## config.mk

```make
export PLATFORM = sky130hd
export DESIGN_NAME = window_pair_sum_check_flat
export DESIGN_NICKNAME = d
export VERILOG_FILES = /design/src/rtl/wpsc_pkg.sv /design/src/rtl/wpsc_ifs.sv /design/src/rtl/wpsc_ram.sv /design/src/rtl/wpsc_pair_unit.sv /design/src/rtl/wpsc_seq.sv /design/src/rtl/window_pair_sum_check.sv /design/src/flat_wrapper.sv
export VERILOG_INCLUDE_DIRS = /design/src /design/src/rtl
export SDC_FILE = /design/constraint.sdc
export NUM_CORES = 2
export LEC_CHECK = 0
export BUFFER_PORTS_ARGS = -buffer_cell sky130_fd_sc_hd__buf_4
export CORE_UTILIZATION = 55
export CTS_BUF_LIST = sky130_fd_sc_hd__clkbuf_4 sky130_fd_sc_hd__clkbuf_8 sky130_fd_sc_hd__clkbuf_16
export CTS_CLUSTER_DIAMETER = 40
export CTS_CLUSTER_SIZE = 24
export DETAILED_ROUTE_END_ITERATION = 12
export MAX_ROUTING_LAYER = met4
export PLACE_DENSITY = 0.81
export SKIP_LAST_GASP = 1
export SYNTH_ARGS = -nofsm -noshare
export SYNTH_HDL_FRONTEND = slang
export SYNTH_SLANG_ARGS = --single-unit
```

## constraint.sdc

```tcl
create_clock -name clk -period 9.36 [get_ports clk]
set_clock_uncertainty 0.05 [all_clocks]
set_input_delay 0.936 -clock clk [delete_from_list [all_inputs] [get_ports clk]]
set_output_delay 0.936 -clock clk [all_outputs]
set_load 0.005 [all_outputs]
```

## src/rtl/window_pair_sum_check_defines.svh

```systemverilog
// Assertion macros shared by the RTL of the window pair sum checker.
// Each macro expects signals named clk and arst_n in the module that uses it.
`ifndef WINDOW_PAIR_SUM_CHECK_DEFINES_SVH
`define WINDOW_PAIR_SUM_CHECK_DEFINES_SVH

// The consequent must hold in the same cycle as the antecedent.
`define WPSC_ASSERT_NOW(lbl, ante, cons, msg) \
	lbl: assert property (@(posedge clk) disable iff (!arst_n) (ante) |-> (cons)) \
		else $error(msg);

// The consequent must hold in the cycle after the antecedent.
`define WPSC_ASSERT_NEXT(lbl, ante, cons, msg) \
	lbl: assert property (@(posedge clk) disable iff (!arst_n) (ante) |=> (cons)) \
		else $error(msg);

`endif

```

## src/rtl/wpsc_pkg.sv

```systemverilog
// Package of the window pair sum checker: field widths, reset values and the result type.
// No dependencies; the interfaces, pair unit, sequencer and top refer to it by scoped names.
`default_nettype none

package wpsc_pkg;

	localparam int VALUE_W        = 63;
	localparam int SUM_W          = 64;
	localparam int WLEN_W         = 6;
	localparam int MAX_WINDOW_DEF = 32;

	localparam logic [WLEN_W-1:0] WLEN_RESET = 6'd25;

	typedef struct packed {
		logic               checked;
		logic               hit;
		logic [VALUE_W-1:0] value;
	} res_t;

endpackage

`default_nettype wire

```

## src/rtl/wpsc_ifs.sv

```systemverilog
// Valid/ready channel interfaces for the input stream, the result stream and the config write.
// Depends on wpsc_pkg for the payload widths.
`default_nettype none

interface wpsc_in_if;
	logic                          valid;
	logic                          ready;
	logic [wpsc_pkg::VALUE_W-1:0]  value;

	modport source (output valid, output value, input ready);
	modport sink   (input valid, input value, output ready);
endinterface

interface wpsc_out_if;
	logic                          valid;
	logic                          ready;
	logic                          checked;
	logic                          is_pair_sum;
	logic [wpsc_pkg::VALUE_W-1:0]  echo_value;

	modport source (output valid, output checked, output is_pair_sum, output echo_value,
		input ready);
	modport sink   (input valid, input checked, input is_pair_sum, input echo_value,
		output ready);
endinterface

interface wpsc_cfg_if;
	logic                          valid;
	logic                          ready;
	logic [wpsc_pkg::WLEN_W-1:0]   data;

	modport source (output valid, output data, input ready);
	modport sink   (input valid, input data, output ready);
endinterface

`default_nettype wire

```

## src/rtl/wpsc_ram.sv

```systemverilog
// Generic single-write, single-read RAM with a registered read port.
// No dependencies.
`default_nettype none

module wpsc_ram #(
	parameter int WIDTH = 8,
	parameter int DEPTH = 32
) (
	input  wire logic                     clk,
	input  wire logic                     wr_en,
	input  wire logic [$clog2(DEPTH)-1:0] wr_addr,
	input  wire logic [WIDTH-1:0]         wr_data,
	input  wire logic                     rd_en,
	input  wire logic [$clog2(DEPTH)-1:0] rd_addr,
	output logic      [WIDTH-1:0]         rd_data
);

	logic [WIDTH-1:0] mem_q [DEPTH];
	logic [WIDTH-1:0] rd_data_q;

	always_ff @(posedge clk) begin
		if (wr_en) begin
			mem_q[wr_addr] <= wr_data;
		end
		if (rd_en) begin
			rd_data_q <= mem_q[rd_addr];
		end
	end

	assign rd_data = rd_data_q;

endmodule

`default_nettype wire

```

## src/rtl/wpsc_pair_unit.sv

```systemverilog
// Shared adder and comparator: checks whether two history entries sum to the target.
// Depends on wpsc_pkg for the value and sum widths.
`default_nettype none

module wpsc_pair_unit (
	input  wire logic [wpsc_pkg::VALUE_W-1:0] va,
	input  wire logic [wpsc_pkg::VALUE_W-1:0] vb,
	input  wire logic [wpsc_pkg::VALUE_W-1:0] target,
	output logic                              match
);

	logic [wpsc_pkg::SUM_W-1:0] sum;

	// The sum is one bit wider than the operands, so it never wraps.
	assign sum   = {1'b0, va} + {1'b0, vb};
	assign match = (sum == {1'b0, target});

endmodule

`default_nettype wire

```

## src/rtl/wpsc_seq.sv

```systemverilog
// Sequencer of the window pair sum checker: ring bookkeeping, pair scan and history writes.
// Depends on wpsc_pkg, wpsc_ram, wpsc_pair_unit and the assertion macro header.
`default_nettype none
`include "window_pair_sum_check_defines.svh"

module wpsc_seq #(
	parameter int MAX_WINDOW = wpsc_pkg::MAX_WINDOW_DEF
) (
	input  wire logic                             clk,
	input  wire logic                             arst_n,
	input  wire logic                             in_valid,
	input  wire logic [wpsc_pkg::VALUE_W-1:0]     in_value,
	output logic                                  in_ready,
	input  wire logic [wpsc_pkg::WLEN_W-1:0]      window_len,
	input  wire logic                             res_ready,
	output logic                                  done,
	output wpsc_pkg::res_t                        res
);

	localparam int AW = $clog2(MAX_WINDOW);
	localparam int LW = $clog2(MAX_WINDOW + 1);
	localparam int CW = (LW > wpsc_pkg::WLEN_W) ? LW : wpsc_pkg::WLEN_W;

	localparam logic [2:0] S_IDLE   = 3'd0;
	localparam logic [2:0] S_LOADA  = 3'd1;
	localparam logic [2:0] S_LATCHA = 3'd2;
	localparam logic [2:0] S_SCAN   = 3'd3;
	localparam logic [2:0] S_TAIL   = 3'd4;
	localparam logic [2:0] S_DONE   = 3'd5;

	logic [2:0]                    state_q;
	logic [LW-1:0]                 len_q;
	logic [LW-1:0]                 a_q;
	logic [LW-1:0]                 b_q;
	logic                          chk_q;
	logic                          hit_q;
	logic                          cmp_vld_q;
	logic [AW-1:0]                 write_slot_q;
	logic [LW-1:0]                 fill_q;
	logic [wpsc_pkg::VALUE_W-1:0]  target_q;
	logic [wpsc_pkg::VALUE_W-1:0]  va_q;

	logic [CW-1:0]                 wl_ext;
	logic [LW-1:0]                 eff_len;
	logic                          eff_chk;
	logic [LW-1:0]                 age;
	logic [LW:0]                   slot_raw;
	logic [LW:0]                   slot_wrap;
	logic [AW-1:0]                 rd_addr;
	logic                          rd_en;
	logic                          wr_en;
	logic [wpsc_pkg::VALUE_W-1:0]  rd_data;
	logic                          match;
	logic                          hit_now;
	logic                          last_b;
	logic                          more_a;

	// Window length clamped to the range from two to MAX_WINDOW.
	always_comb begin
		wl_ext = CW'(window_len);
		if (wl_ext < CW'(2)) begin
			eff_len = LW'(2);
		end else if (wl_ext > CW'(MAX_WINDOW)) begin
			eff_len = LW'(MAX_WINDOW);
		end else begin
			eff_len = wl_ext[LW-1:0];
		end
	end

	assign eff_chk = (fill_q >= eff_len);

	// Ring slot of the entry pushed age steps before the newest one.
	assign age       = (state_q == S_LOADA) ? a_q : b_q;
	assign slot_raw  = (LW+1)'(write_slot_q) + (LW+1)'(MAX_WINDOW - 1) - (LW+1)'(age);
	assign slot_wrap = (slot_raw >= (LW+1)'(MAX_WINDOW)) ?
		(slot_raw - (LW+1)'(MAX_WINDOW)) : slot_raw;
	assign rd_addr   = slot_wrap[AW-1:0];

	assign rd_en    = (state_q == S_LOADA) || (state_q == S_SCAN);
	assign wr_en    = (state_q == S_DONE) && res_ready;
	assign done     = wr_en;
	assign in_ready = (state_q == S_IDLE);

	assign hit_now = cmp_vld_q && match;
	assign last_b  = (b_q == (len_q - LW'(1)));
	assign more_a  = ((LW+1)'(a_q) + (LW+1)'(2)) < (LW+1)'(len_q);

	wpsc_ram #(
		.WIDTH (wpsc_pkg::VALUE_W),
		.DEPTH (MAX_WINDOW)
	) u_hist (
		.clk     (clk),
		.wr_en   (wr_en),
		.wr_addr (write_slot_q),
		.wr_data (target_q),
		.rd_en   (rd_en),
		.rd_addr (rd_addr),
		.rd_data (rd_data)
	);

	wpsc_pair_unit u_pair (
		.va     (va_q),
		.vb     (rd_data),
		.target (target_q),
		.match  (match)
	);

	always_ff @(posedge clk or negedge arst_n) begin
		if (!arst_n) begin
			state_q      <= S_IDLE;
			len_q        <= '0;
			a_q          <= '0;
			b_q          <= '0;
			chk_q        <= 1'b0;
			hit_q        <= 1'b0;
			cmp_vld_q    <= 1'b0;
			write_slot_q <= '0;
			fill_q       <= '0;
		end else begin
			unique case (state_q)
				S_IDLE: begin
					if (in_valid) begin
						len_q   <= eff_len;
						chk_q   <= eff_chk;
						hit_q   <= 1'b0;
						a_q     <= '0;
						state_q <= eff_chk ? S_LOADA : S_DONE;
					end
				end
				S_LOADA: begin
					state_q <= S_LATCHA;
				end
				S_LATCHA: begin
					b_q       <= a_q + LW'(1);
					cmp_vld_q <= 1'b0;
					state_q   <= S_SCAN;
				end
				S_SCAN: begin
					if (hit_now) begin
						hit_q     <= 1'b1;
						cmp_vld_q <= 1'b0;
						state_q   <= S_DONE;
					end else begin
						cmp_vld_q <= 1'b1;
						if (last_b) begin
							state_q <= S_TAIL;
						end else begin
							b_q <= b_q + LW'(1);
						end
					end
				end
				S_TAIL: begin
					cmp_vld_q <= 1'b0;
					if (hit_now) begin
						hit_q   <= 1'b1;
						state_q <= S_DONE;
					end else if (more_a) begin
						a_q     <= a_q + LW'(1);
						state_q <= S_LOADA;
					end else begin
						state_q <= S_DONE;
					end
				end
				S_DONE: begin
					if (res_ready) begin
						if (write_slot_q == AW'(MAX_WINDOW - 1)) begin
							write_slot_q <= '0;
						end else begin
							write_slot_q <= write_slot_q + AW'(1);
						end
						if (fill_q < LW'(MAX_WINDOW)) begin
							fill_q <= fill_q + LW'(1);
						end
						state_q <= S_IDLE;
					end
				end
				default: begin
					state_q <= S_IDLE;
				end
			endcase
		end
	end

	always_ff @(posedge clk) begin
		if (in_ready && in_valid) begin
			target_q <= in_value;
		end
		if (state_q == S_LATCHA) begin
			va_q <= rd_data;
		end
	end

	assign res.checked = chk_q;
	assign res.hit     = hit_q;
	assign res.value   = target_q;

	`WPSC_ASSERT_NOW(a_idle_no_cmp, state_q == S_IDLE, !cmp_vld_q, "Compare pending while idle.")
	`WPSC_ASSERT_NOW(a_fill_bound, 1'b1, fill_q <= LW'(MAX_WINDOW), "Fill count above window size.")
	`WPSC_ASSERT_NOW(a_unchecked_miss, done && !chk_q, !hit_q, "Hit reported without a check.")
	`WPSC_ASSERT_NOW(a_check_filled, done && chk_q, fill_q >= len_q, "Check ran on a short ring.")
	`WPSC_ASSERT_NEXT(a_done_idle, done, state_q == S_IDLE, "Sequencer not idle after a result.")

endmodule

`default_nettype wire

```

## src/rtl/window_pair_sum_check.sv

```systemverilog
// Window pair sum checker. A value in the preamble skips the pair scan and goes from IDLE to DONE.
// A checked value with window length L is compared with the sum of every pair of the newest L entries
// until a hit, by one shared adder and comparator that visits one pair per cycle while in the SCAN state.
// The next value is accepted no earlier than the cycle after the result enters the output register.
// Reset clears the ring pointer, fill count and output valid and sets window_len to 25.
`default_nettype none

module window_pair_sum_check #(
	parameter int MAX_WINDOW = wpsc_pkg::MAX_WINDOW_DEF
) (
	input  wire logic   clk,
	input  wire logic   arst_n,
	wpsc_cfg_if.sink    cfg,
	wpsc_in_if.sink     din,
	wpsc_out_if.source  dout
);

	logic [wpsc_pkg::WLEN_W-1:0] wlen_q;
	logic                        out_vld_q;
	wpsc_pkg::res_t              res_q;
	wpsc_pkg::res_t              res;
	logic                        done;
	logic                        res_ready;

	assign cfg.ready = 1'b1;
	assign res_ready = !out_vld_q || dout.ready;

	wpsc_seq #(
		.MAX_WINDOW (MAX_WINDOW)
	) u_seq (
		.clk        (clk),
		.arst_n     (arst_n),
		.in_valid   (din.valid),
		.in_value   (din.value),
		.in_ready   (din.ready),
		.window_len (wlen_q),
		.res_ready  (res_ready),
		.done       (done),
		.res        (res)
	);

	always_ff @(posedge clk or negedge arst_n) begin
		if (!arst_n) begin
			wlen_q    <= wpsc_pkg::WLEN_RESET;
			out_vld_q <= 1'b0;
		end else begin
			if (cfg.valid) begin
				wlen_q <= cfg.data;
			end
			if (done) begin
				out_vld_q <= 1'b1;
			end else if (dout.ready) begin
				out_vld_q <= 1'b0;
			end
		end
	end

	always_ff @(posedge clk) begin
		if (done) begin
			res_q <= res;
		end
	end

	assign dout.valid       = out_vld_q;
	assign dout.checked     = res_q.checked;
	assign dout.is_pair_sum = res_q.hit;
	assign dout.echo_value  = res_q.value;

endmodule

`default_nettype wire
```

## src/flat_wrapper.sv

```systemverilog
// flat-port wrapper written by rule: the top's interface ports become plain ports
module window_pair_sum_check_flat 
#(
	parameter int MAX_WINDOW = wpsc_pkg::MAX_WINDOW_DEF
)
  (clk, arst_n, cfg_valid, cfg_data, cfg_ready, din_valid, din_value, din_ready, dout_valid, dout_checked, dout_is_pair_sum, dout_echo_value, dout_ready);
  wpsc_cfg_if cfg_i ();
  wpsc_in_if din_i ();
  wpsc_out_if dout_i ();
  input  wire logic clk;
  input  wire logic arst_n;
  input wire logic [$bits(cfg_i.valid)-1:0] cfg_valid;
  input wire logic [$bits(cfg_i.data)-1:0] cfg_data;
  output wire logic [$bits(cfg_i.ready)-1:0] cfg_ready;
  input wire logic [$bits(din_i.valid)-1:0] din_valid;
  input wire logic [$bits(din_i.value)-1:0] din_value;
  output wire logic [$bits(din_i.ready)-1:0] din_ready;
  output wire logic [$bits(dout_i.valid)-1:0] dout_valid;
  output wire logic [$bits(dout_i.checked)-1:0] dout_checked;
  output wire logic [$bits(dout_i.is_pair_sum)-1:0] dout_is_pair_sum;
  output wire logic [$bits(dout_i.echo_value)-1:0] dout_echo_value;
  input wire logic [$bits(dout_i.ready)-1:0] dout_ready;
  assign cfg_i.valid = cfg_valid;
  assign cfg_i.data = cfg_data;
  assign cfg_ready = cfg_i.ready;
  assign din_i.valid = din_valid;
  assign din_i.value = din_value;
  assign din_ready = din_i.ready;
  assign dout_valid = dout_i.valid;
  assign dout_checked = dout_i.checked;
  assign dout_is_pair_sum = dout_i.is_pair_sum;
  assign dout_echo_value = dout_i.echo_value;
  assign dout_i.ready = dout_ready;
  window_pair_sum_check #(.MAX_WINDOW(MAX_WINDOW)) u_core (.clk(clk), .arst_n(arst_n), .cfg(cfg_i), .din(din_i), .dout(dout_i));
endmodule
```

# After elaboration in Yosys (flattened, before gate mapping)
# Memories as Yosys holds them, arrays and structs flattened. A register that Yosys moved wholly into a read port is not among the register bits.
# Index checks and enable logic that the tools add are counted.
# classes
add_sub_neg	10
order_cmp	6
n_eq_ne	16
muxes	29
n_reduce_logical	21
# ops
op	count
$add 63x63->64	1
$eq 64x63->1	1
$mux 6	8
$pmux 6 s2	2
$mux 3	7
$add 6x1->6 const B	3
$pmux 3 s6	1
$ne 2x2->1 const B	6
$reduce_and 3->1	4
$mux 5	2
$reduce_bool 2->1	5
$add 6x2->7 const B	1
$ge 7x6->1 const B	1
$lt 7x6->1	1
$mux 1	7
$sub 6x6->7	1
$add 5x5->6 const B	1
$eq 3x2->1 const B	2
$eq 3x3->1 const B	2
$eq 6x6->1	1
$ge 6x6->1	1
$gt 6x6->1 const B	1
$lt 6x2->1 const B	1
$lt 6x6->1 const B	1
15 further kinds	21
# word_totals
reg_bits	233
mem_bits_rw	2016
in_bits	74
out_inout_bits	68
word_cells	99
memories	1
# memory_table
name	depth	width	rd	rd_clocked_by_memory_dff	wr	line	source
u_core.u_seq.u_hist.mem_q	32	63	1	1	1	wpsc_ram.sv:18	logic [WIDTH-1:0] mem_q [DEPTH];

# Logic depth before layout (Yosys ltp)
# logic_depth
depth_word	7
ltp_mapped	16
mapped_depth_nobuf	15

# Modules after synthesis
# Synthesis repeated with hierarchy kept, for this count alone.
# hier_totals
cells_unflattened	4437
area_unflattened_um2	92817.8
# by_module_without_submodules
mod	instances	cells_each	area_per_inst_um2	seq_area_each_um2
wpsc_ram	1	3055	78432.7	62429.9
wpsc_seq	1	407	6288.5	4659.5
wpsc_pair_unit	1	892	5840.6	0.0
window_pair_sum_check	1	83	2255.9	2130.8

# Least setup slack after synthesis
# No wires, ideal clock.
# synth_timing
path_type	flip-flop to flip-flop
from	register u_core.u_seq.state_q[2]
to	register u_core.u_seq.u_hist.rd_data_q[54], in the netlist u_core.u_seq.u_hist.rd_data[54], read port of u_core.u_seq.u_hist.mem_q, data pin
setup_time_ps	267
t_arrival_ps	6321
required_ps	9043
path_slack_ps	2722
stages_incl_launch_ff	16
path_buffers	3
synth_period_minus_slack_ps	6638
path_cell_list	dfrtp_1 nor2b_1 nor2b_1 clkbuf_1 a21oi_1 ha_1 fa_1 a21o_1 a21oi_1 xnor2_1 xor2_1 clkbuf_1 clkbuf_1 nand3_1 nand3_1 o21ai_0
# synth_between
elab_cells_between_ends	8
classes_between	add/sub (2); order compare (1); eq/ne (2); mux (2); reduce/logical (1)
# synth_rtl
element	line	source
start, declared	wpsc_seq.sv:31	logic [2:0] state_q;
start signal, assigned	wpsc_seq.sv:127	state_q <= eff_chk ? S_LOADA : S_DONE;
$eq 3x1->1 / $eq 3x2->1 (equally long branches)	wpsc_seq.sv:79	assign rd_en = (state_q == S_LOADA) || (state_q == S_SCAN);
$logic_or 1x1->1 *	wpsc_seq.sv:79	
net u_core.u_seq.rd_en	wpsc_seq.sv:50	logic rd_en;
end, declared	wpsc_ram.sv:19	logic [WIDTH-1:0] rd_data_q;
# The timed path passes the listed nets; every way through them passes the cells marked *.
# A chain may end at the register's enable or synchronous reset.

# Worst setup path in the final report
# layout_timing
from	register u_core.u_seq.state_q[0]
to	register u_core.u_seq.u_hist.rd_data_q[0], in the netlist u_core.u_seq.u_hist.rd_data[0], read port of u_core.u_seq.u_hist.mem_q, data pin
# The elaborated chain is that of the path after synthesis.

==> results.toml <==
[final_layout]
drive_gt1_frac = 0.242
fin_nets = 5695
regArea_um2 = 69200
multi_input_area_um2 = 23400
fillerInstances = 10704
layoutNonFillerInstCount = 7941
area_delta_synth_final_pct = 15.2

[cts]
clock_sinks = 2312
cts_tree = "built"
cts_buffers = 281
clkTransAtPathRegs_ns = 0.07
htreeDepth = 5
cts_resized = 0
cts-root-buf = "clkbuf_16"
clock_latency_ns = 0.97
cts_buffer_depth = 4

[synthesis]
synth.yosys.seq_area_share = 0.741
synth_compound_area_frac = 0.0328
synthTopCellsByArea = "edfxtp_1 73%, mux4_2 12%, nand2_1 2.9%, nand3_1 1.9%, ha_1 1.2%"
synth_top_family_by_area = "multiplexers"
synth_top_area_frac = 0.730
synth_ff_type = "edfxtp_1"
async_reset_ff_frac = 0.0182
yosys.area.top_type = "edfxtp_1"
synth_xor_area_frac = 0.0100
synth_area_um2 = 93400
yosys_register_bits = 2312
synthSimpleGateAreaFrac = 0.0674
synth_edf_count = 2270
synth.avg_cell_area_um2 = 18.0
synthCells = 5188
synth_fa_ha_area_frac = 0.0122
yosys-mux-area-fraction = 0.124
yosysUniqueCellTypes = 98
synth.net_count = 5352
ys_warn_count = 0

[placed_design]
hpwl_um = 138000
place.gp.congestion = 1.03
dp_slack_ns = 3.37
io_buffer_count = 140
dp_cells = 7451

[drt]
drt-wirelength-per-cell_um = 33.0
drt-initial-drc-count = 7638
ant_nets = 0
detail_route.vias_per_cell = 6.79
drc = 0
dr.pass1.iters = 6
vias = 53905
wl_um = 262000

[setup_path]
r2r_setup_slack_ns = 3.35
reg2regPathDepth = 12
crit_top_cell = "nand2_1"
reg2reg_to = "u_core.u_seq.u_hist.rd_data[0]"
start_kind = "flip-flop"
crit_type = "flip-flop to flip-flop"
reg2reg_from = "u_core.u_seq.state_q[0]"
cp.required_ns = 9.97
path_cells = "nor2b_4 -> buf_4 -> nor2b_1 -> a21oi_1 -> ha_4 -> fa_4 -> buf_12 -> mux4_2 -> nand2_1 -> nand3_1 -> nand2_1 -> o21ai_0"
cp-end-kind = "flip-flop"
crit_slowest_cell = "fa_4"
cp_max_fo = 132
arrival_ns = 6.61
slowest_delay_ns = 1.35

[sta]
fin_ws_ns = 3.35
fin_crit_ns = 6.01
finalHoldViolations = 0
fmax_ghz = 0.167
tns_ns = 0
period_share = 0.642
setup_violations = 0
tightest_slew_ns = 1.23
fin_hold_ws_ns = 0.109
rsz0062_at_grt = "no"
slew_headroom = 0.182
slew_viol_final = 0

[die]
initial_core_util = 0.557
die_h_um = 414
dieArea_um2 = 171000
row_count = 150
core_area_um2 = 168000
die_w_um = 414
io_pins = 142

[worst_hold_path]
hp-class = "input pin to flip-flop"
hold_depth = 1
whs_endpoint = "u_core.u_seq.target_q[37]"
hold_path.startpoint = "din_value[37]"

[power_and_ir_drop]
ir_drop_uv = 188
pwr_density_cell_nw_per_um2 = 208
static-leakage-power_nw = 35.3
total_power_mw = 22.4

[grt]
grt_pass1_wl_um = 378000
grt_pass1_vias = 54573
grt_max_degree = 136
grt_use_total = 0.314
grt-ovfl-total = 0
antenna_found_initial = 2

[status]
status = "finished clean"

[flow_run]
maxCapViolations = 0
## report_power, final
group	switching, mW	leakage [nW]	internal [mW]
registers	0.00202	21.0	11.2
logic	0.0147	9.68	0.0255
clock network	4.59	4.66	6.56
## placed cells by master (no fill, tap or decap), types with 66 or more instances in the layout
cell type,synthesis,layout
ha_1,88,87
nand3_1,358,358
clkbuf_16,0,289
edfxtp_1,2270,2270
a21oi_1,109,109
nor2_1,119,86
o21ai_0,132,132
xnor2_1,69,66
buf_4,2,300
mux4_2,504,504
nand2_1,721,721
## cell type report
type                            count  share of cell area
Antenna cell                        1           0.0000233
Clock buffer                      313              0.0690
Clock inverter                    175              0.0202
Inverter                           27            0.000989
Multi-Input combinational cell   2597               0.218
Sequential cell                  2312               0.644
Tap cell                         2204              0.0256
Timing Repair Buffer              312              0.0231
## cells by family after synthesis
logic type      Yosys count
flops                  2312
simple gates           1398
other cells               1
mux                     529
fa+ha+maj                90
xor+xnor                107
compound gates          472
buf+inv                 279
## flip-flops by register name (all words and copies together) (netlist names), 3 cells and up
name,count
u_core.dout.echo_value,63
u_core.u_seq.a_q,6
u_core.u_seq.b_q,6
u_core.u_seq.fill_q,6
u_core.u_seq.len_q,6
u_core.u_seq.state_q,3
u_core.u_seq.target_q,63
u_core.u_seq.u_hist.mem_q,2016
u_core.u_seq.u_hist.rd_data,63
u_core.u_seq.va_q,63
u_core.u_seq.write_slot_q,5
u_core.wlen_q,6
## routing by layer
| layer | GRT usage | wire length (um) |
|---|---|---|
| met2 | 0.497 | 129000 |
| met1 | 0.405 | 95200 |
| met4 | 0.123 | 11100 |
| met3 | 0.0593 | 26800 |
| met5 | - | 0 |
## worst max path at each step
stage                                       start                         endpoint  slack [ns]  cells past startpoint
final                     u_core.u_seq.state_q[0]   u_core.u_seq.u_hist.rd_data[0]        3.35                     12
after floorplan           u_core.u_seq.state_q[2]  u_core.u_seq.u_hist.rd_data[54]        2.72                     15
after global routing      u_core.u_seq.state_q[0]  u_core.u_seq.u_hist.rd_data[33]        3.17                     12
after global placement    u_core.u_seq.state_q[0]   u_core.u_seq.u_hist.rd_data[0]        3.49                     12
after detailed placement  u_core.u_seq.state_q[0]   u_core.u_seq.u_hist.rd_data[0]        3.37                     13
after CTS                 u_core.u_seq.state_q[0]   u_core.u_seq.u_hist.rd_data[0]        3.37                     13
## repair_timing
item / CTS / global route
hold buffers: 1 / 0
endpoints found under the hold margin: 39 / 0
buffers inserted: 0 / 0
setup endpoints to repair: 0 / 0
## per-stage QoR
stage / utilization / area, um2
detailed placement: 0.584 / 98000
finish: 0.641 / 108000
floorplan: - / 93400
global route: 0.641 / 108000
global placement: 0.584 / 98000
CTS: 0.641 / 108000
## Yosys cell counts (all sizes together), types with 8 or more instances
master,count
buf,83
nand4,46
mux4,504
o211ai,15
nand3,358
o21ai,170
nor4,21
nand2,722
a21oi,117
o21a,12
xor2,38
and2,10
dfrtp,39
mux2i,14
xnor2,69
a211oi,20
nor2,122
o22ai,9
and4,17
edfxtp,2270
ha,88
a2111oi,10
clkbuf,169
mux2,11
and3,10
a21o,20
nor3,34
inv,27
nor2b,11
o2111ai,12
a31oi,10
or3,8
nand2b,12
## worst max-delay path: cells and delay by family, from the launching register on
family | cells | cell delay (ns)
adders and majority gates | 2 | 1.56
and+or+nand+nor | 5 | 1.10
buffers and inverters | 2 | 1.05
AOI/OAI and AO/OA | 2 | 0.79
DFF | 1 | 0.60
muxes | 1 | 0.35
Power figures use the tool's default switching activity.
